--- src/rtl/bba_pkg.sv ---
`timescale 1ns / 1ps

package bba_pkg;

    localparam logic [2:0] ST_OK        = 3'd0;
    localparam logic [2:0] ST_ZERO_SIZE = 3'd1;
    localparam logic [2:0] ST_NO_SPACE  = 3'd2;
    localparam logic [2:0] ST_INVALID   = 3'd3;
    localparam logic [2:0] ST_NOT_FOUND = 3'd4;

    localparam logic [1:0] MODE_ALLOC = 2'd0;
    localparam logic [1:0] MODE_FREE  = 2'd1;

    localparam int MODE_W = 2;
    localparam int SIZE_W = 24;
    localparam int ADDR_W = 48;
    localparam int CNT_W  = 11;
    localparam int FRAG_W = 7;

    typedef enum logic [3:0] {
        OP_IDLE,
        OP_CLEAR,
        OP_START,
        OP_A_EVAL,
        OP_A_MARK,
        OP_F_EVAL,
        OP_F_LEN,
        OP_F_CLR,
        OP_S_EVAL,
        OP_DIV_INIT,
        OP_DIV_STEP,
        OP_FIN
    } op_t;

    typedef struct packed {
        op_t        op;
        logic [2:0] status;
    } cmd_t;

    typedef struct packed {
        logic [1:0] mode;
        logic       size_zero;
        logic       addr_zero;
        logic       last;
        logic       a_hit;
        logic       f_match;
        logic       len_zero;
        logic       mark_done;
        logic       clr_done;
        logic       div_done;
    } stat_t;

endpackage

--- src/rtl/bba_ctrl.sv ---
`timescale 1ns / 1ps

module bba_ctrl import bba_pkg::*; (
    input  logic  aclk,
    input  logic  aresetn,
    input  stat_t stat,
    output cmd_t  cmd,
    input  logic  s_tvalid,
    output logic  s_tready,
    output logic  m_tvalid,
    input  logic  m_tready
);

    typedef enum logic [3:0] {
        S_CLEAR, S_IDLE, S_DISP, S_A_RD, S_A_EV, S_A_MARK, S_F_SRCH, S_F_LEN,
        S_F_CLR, S_S_RD, S_S_EV, S_DIV_INIT, S_DIV, S_FIN, S_OUT
    } state_t;

    state_t     state_reg, state_next;
    logic [2:0] fin_reg, fin_next;
    logic       s_ready_reg, s_ready_next;
    logic       m_valid_reg, m_valid_next;

    always_comb begin
        state_next   = state_reg;
        fin_next     = fin_reg;
        cmd.op       = OP_IDLE;
        cmd.status   = fin_reg;
        case (state_reg)
            S_CLEAR: begin
                cmd.op = OP_CLEAR;
                if (stat.last) begin
                    state_next = S_IDLE;
                end
            end
            S_IDLE: begin
                if (s_tvalid) begin
                    cmd.op     = OP_START;
                    state_next = S_DISP;
                end
            end
            S_DISP: begin
                if (stat.mode == MODE_ALLOC) begin
                    if (stat.size_zero) begin
                        fin_next   = ST_ZERO_SIZE;
                        state_next = S_FIN;
                    end else begin
                        state_next = S_A_RD;
                    end
                end else if (stat.mode == MODE_FREE) begin
                    if (stat.addr_zero) begin
                        fin_next   = ST_INVALID;
                        state_next = S_FIN;
                    end else begin
                        state_next = S_F_SRCH;
                    end
                end else begin
                    state_next = S_S_RD;
                end
            end
            S_A_RD: state_next = S_A_EV;
            S_A_EV: begin
                cmd.op = OP_A_EVAL;
                if (stat.a_hit) begin
                    state_next = S_A_MARK;
                end else if (stat.last) begin
                    fin_next   = ST_NO_SPACE;
                    state_next = S_FIN;
                end else begin
                    state_next = S_A_RD;
                end
            end
            S_A_MARK: begin
                cmd.op = OP_A_MARK;
                if (stat.mark_done) begin
                    fin_next   = ST_OK;
                    state_next = S_FIN;
                end
            end
            S_F_SRCH: begin
                cmd.op = OP_F_EVAL;
                if (stat.f_match) begin
                    state_next = S_F_LEN;
                end else if (stat.last) begin
                    fin_next   = ST_INVALID;
                    state_next = S_FIN;
                end
            end
            S_F_LEN: begin
                cmd.op = OP_F_LEN;
                if (stat.len_zero) begin
                    fin_next   = ST_NOT_FOUND;
                    state_next = S_FIN;
                end else begin
                    state_next = S_F_CLR;
                end
            end
            S_F_CLR: begin
                cmd.op = OP_F_CLR;
                if (stat.clr_done) begin
                    fin_next   = ST_OK;
                    state_next = S_FIN;
                end
            end
            S_S_RD: state_next = S_S_EV;
            S_S_EV: begin
                cmd.op     = OP_S_EVAL;
                state_next = stat.last ? S_DIV_INIT : S_S_RD;
            end
            S_DIV_INIT: begin
                cmd.op     = OP_DIV_INIT;
                state_next = S_DIV;
            end
            S_DIV: begin
                cmd.op = OP_DIV_STEP;
                if (stat.div_done) begin
                    fin_next   = ST_OK;
                    state_next = S_FIN;
                end
            end
            S_FIN: begin
                cmd.op     = OP_FIN;
                state_next = S_OUT;
            end
            S_OUT: begin
                if (m_tready) begin
                    state_next = S_IDLE;
                end
            end
            default: state_next = S_IDLE;
        endcase
        s_ready_next = (state_next == S_IDLE);
        m_valid_next = (state_next == S_OUT);
    end

    always_ff @(posedge aclk) begin
        if (!aresetn) begin
            state_reg   <= S_CLEAR;
            fin_reg     <= ST_OK;
            s_ready_reg <= 1'b0;
            m_valid_reg <= 1'b0;
        end else begin
            state_reg   <= state_next;
            fin_reg     <= fin_next;
            s_ready_reg <= s_ready_next;
            m_valid_reg <= m_valid_next;
        end
    end

    assign s_tready = s_ready_reg;
    assign m_tvalid = m_valid_reg;

    a_one_side: assert property (@(posedge aclk) disable iff (!aresetn)
        !(s_ready_reg && m_valid_reg))
        else $error("input taken while a result is pending");

    a_fin_shows: assert property (@(posedge aclk) disable iff (!aresetn)
        (state_reg == S_FIN) |=> m_valid_reg)
        else $error("finished request not presented");

    a_ready_idle: assert property (@(posedge aclk) disable iff (!aresetn)
        s_ready_reg |-> (state_reg == S_IDLE))
        else $error("ready outside idle");

endmodule

--- config.mk ---
export PLATFORM = sky130hd
export DESIGN_NAME = bba_ctrl
export DESIGN_NICKNAME = d
export VERILOG_FILES = /design/src/rtl/bba_pkg.sv /design/src/rtl/bba_ctrl.sv
export SDC_FILE = /design/constraint.sdc
export NUM_CORES = 1
export LEC_CHECK = 0
export ABC_AREA = 1
export BUFFER_PORTS_ARGS = -buffer_cell sky130_fd_sc_hd__buf_2
export CAP_MARGIN = 20
export CORE_ASPECT_RATIO = 1.4
export CORE_MARGIN = 2
export CORE_UTILIZATION = 30
export CTS_CLUSTER_SIZE = 12
export DETAILED_ROUTE_END_ITERATION = 10
export GPL_TIMING_DRIVEN = 0
export SLEW_MARGIN = 20
export SYNTH_ARGS = -nofsm -noshare
export SYNTH_HDL_FRONTEND = slang
export SYNTH_SLANG_ARGS = --single-unit
--- constraint.sdc ---
create_clock -name aclk -period 2.05 [get_ports aclk]
set_clock_uncertainty 0.15 [all_clocks]
set_input_delay 0.1025 -clock aclk [delete_from_list [all_inputs] [get_ports aclk]]
set_output_delay 0.1025 -clock aclk [all_outputs]
set_load 0.02 [all_outputs]
==> run summary <==
Number of buffers inserted by port buffering -> 23
Standard-cell row count -> 23
H-tree depth -> 1
Final setup fails -> 0
Mean routed wirelength per cell -> 11.3 um
Share of the synthesized area in the top cell type -> 20.7%
EDFF count, synth -> 0
Drt pass-1 iters -> 4
CP arrival -> 1.66 ns
Avg Vias per Cell -> 4.76
Seq/Total Area, Yosys -> 19.8%
Max_cap viols -> 0
WHS -> 0.0641 ns
CTS Hold Bufs -> 1
Ant. Diodes -> 0
Setup crit start -> state_reg[0]
Bufs on Longest Clock Path -> 2
Fin nets -> 217
Top FF cell, synth -> dfxtp_1
Total power -> 1380 uW
Num CTS Buffers -> 3
GRT overflow -> 0
Dpl hpwl -> 2220 um
Initial core utilization -> 31.6%
Vias in the first global route -> 1039
Layout cell share with drive strength beyond 1 -> 20.9%
Synth area leaders -> nand2_1, dfxtp_1, nand3_1
Core area -> 2880 um^2
CTS clock-pin slew for the worst setup and hold paths -> 0.05 ns
DIE AREA -> 3490 um^2
Tightest Hold Check Type -> input port to flip-flop
Clk pwr share -> 14.8%
DR vias -> 1133
CTS sink count -> 9
LEAKAGE -> 0.000673 uW
Commonest cells post-synth -> nand2_1, nor2_1, nand3_1
RD Place Congestion -> 0.898
Internal power -> 652 uW
Max reg flops -> 4
Reg-to-reg startpoint -> state_reg[3]
DRT antenna net count -> 0
Yosys Warn Count -> 0
Outcome -> finished, final reports clean
CTS tree -> done
Post-synth top area cell -> nand2_1
Root Driver -> clkbuf_8
Critical path type -> flip-flop to primary output
RSZ-0062 raised after global routing -> no
Final Critical Period -> 1.91 ns
Die Y -> 69.1 um
CP required -> 1.80 ns
Crit. End Element -> primary output
Worst slew pin tran -> 0.362 ns
CP Launch Type -> flip-flop
Worst vdd rail ir drop -> 0.446 mV
Initial antenna violation count -> 0
Syn nets -> 188
Mapped Cells -> 173
Worst Path Max Fanout -> 7
Hold Path Origin -> m_tready
Fin. Hold Viols -> 0
Total negative slack -> 0 ns
DRC Markers -> 0
Clock latency at the later pin of the worst-skew pair -> 0.23 ns
Setup Fix Bufs, Post-CTS -> 0
Cell Area, Synth -> 908 um^2
Die width -> 50.5 um
Switching Fraction -> 52.8%
Drt total wl -> 2690 um
Iteration-0 DRC Markers -> 31
Slew headroom -> 75.8%
Max Slew Vio Count -> 0
Sequential share of power -> 20.4%
Total GRT Usage -> 16.3%
Period utilization -> 93.2%
First-pass GRT wire length -> 4450 um
Largest net degree at the start of global routing -> 11
Ys async rst share -> 0%
Achievable clock frequency -> 523 MHz
Top-count cell post-synth -> nand2_1
Syn_area_per_cell -> 5.25 um^2
Comb power frac -> 64.8%
Post-layout util -> 39.1%
Synth-to-Final Area Change -> 24.0%
Switch Pwr -> 729 uW
IO Count -> 24
Synth cell types -> 17
Post-CTS sizing -> 0
Synth Register Bits -> 9
P per Cell Area -> 1230 nW/um^2
## stage by stage
| step | cell area [um^2] | instances | setup WS [ns] |
|---|---|---|---|
| 6_report | 1130 | 238 | 0.140 |
| 4_1_cts | 1130 | 238 | 0.165 |
| 5_1_grt | 1130 | 238 | 0.0663 |
| 3_3_place_gp | 1070 | 233 | 0.346 |
| 2_1_floorplan | 908 | 173 | 0.500 |
| 3_5_place_dp | 1070 | 233 | 0.349 |
## per-layer routing
| metal | track usage, % | wire (um) | up-vias |
|---|---|---|---|
| met5 | 0 | 0 | - |
| met1 | 18.7 | 1090 | 494 |
| met4 | 2.70 | 8 | 0 |
| met2 | 30.4 | 1480 | 30 |
| met3 | 3.25 | 112 | 3 |
| li1 | - | - | 606 |
## cell families after synthesis
| logic type | count (synthesis) | share of synthesized area [%] |
|---|---|---|
| compound gates | 13 | 8.27 |
| buf+inv | 29 | 12.1 |
| flops | 9 | 19.8 |
| simple gates | 122 | 59.8 |
## critical path, stage by stage, from the launching register on
cell       delay, ns
dfxtp_1         0.29
buf_2           0.23
inv_2           0.07
nor2_1          0.30
nand2_1         0.18
o2111ai_1       0.14
buf_2           0.20
## placed cells by master, fill, tap and decap left out
cell type,n
buf_2,24
dlygate4sd3_1,1
inv_2,7
o21ai_0,2
a21oi_1,8
dfxtp_1,9
nand4_1,4
nand3b_1,3
nand2_1,50
clkinv_1,1
nor2_4,3
o211ai_1,1
nor2_2,2
nand3_1,25
clkbuf_8,3
nand2_2,2
inv_1,20
o2111ai_1,2
nor2_1,33
clkinv_2,1
## final timing paths
path           endpoint  slack (ns)  depth (start not counted)
max              cmd[3]        0.14                          6
min            m_tvalid        0.06                          3
max reg2reg    s_tready        0.32                          8
min reg2reg  fin_reg[1]        0.32                          2
## power groups by stage
stage               Clock, uW  Sequential, uW  Combinational [uW]
floorplan                   0             311                 633
global placement            0             285                 891
detailed placement          0             285                 893
CTS                       211             283                 898
global route              222             289                1020
finish                    204             282                 895
## layout make-up
cell class / instances / area, um^2
Sequential cell: 9 / 180
Inverter: 28 / 105
Clock buffer: 3 / 41.3
Timing Repair Buffer: 24 / 125
Buffer: 1 / 5.00
Tap cell: 37 / 46.3
Multi-Input combinational cell: 135 / 618
Clock inverter: 1 / 5.00
Fill cell: 356 / 1750
(Power assumes the default switching activity.)
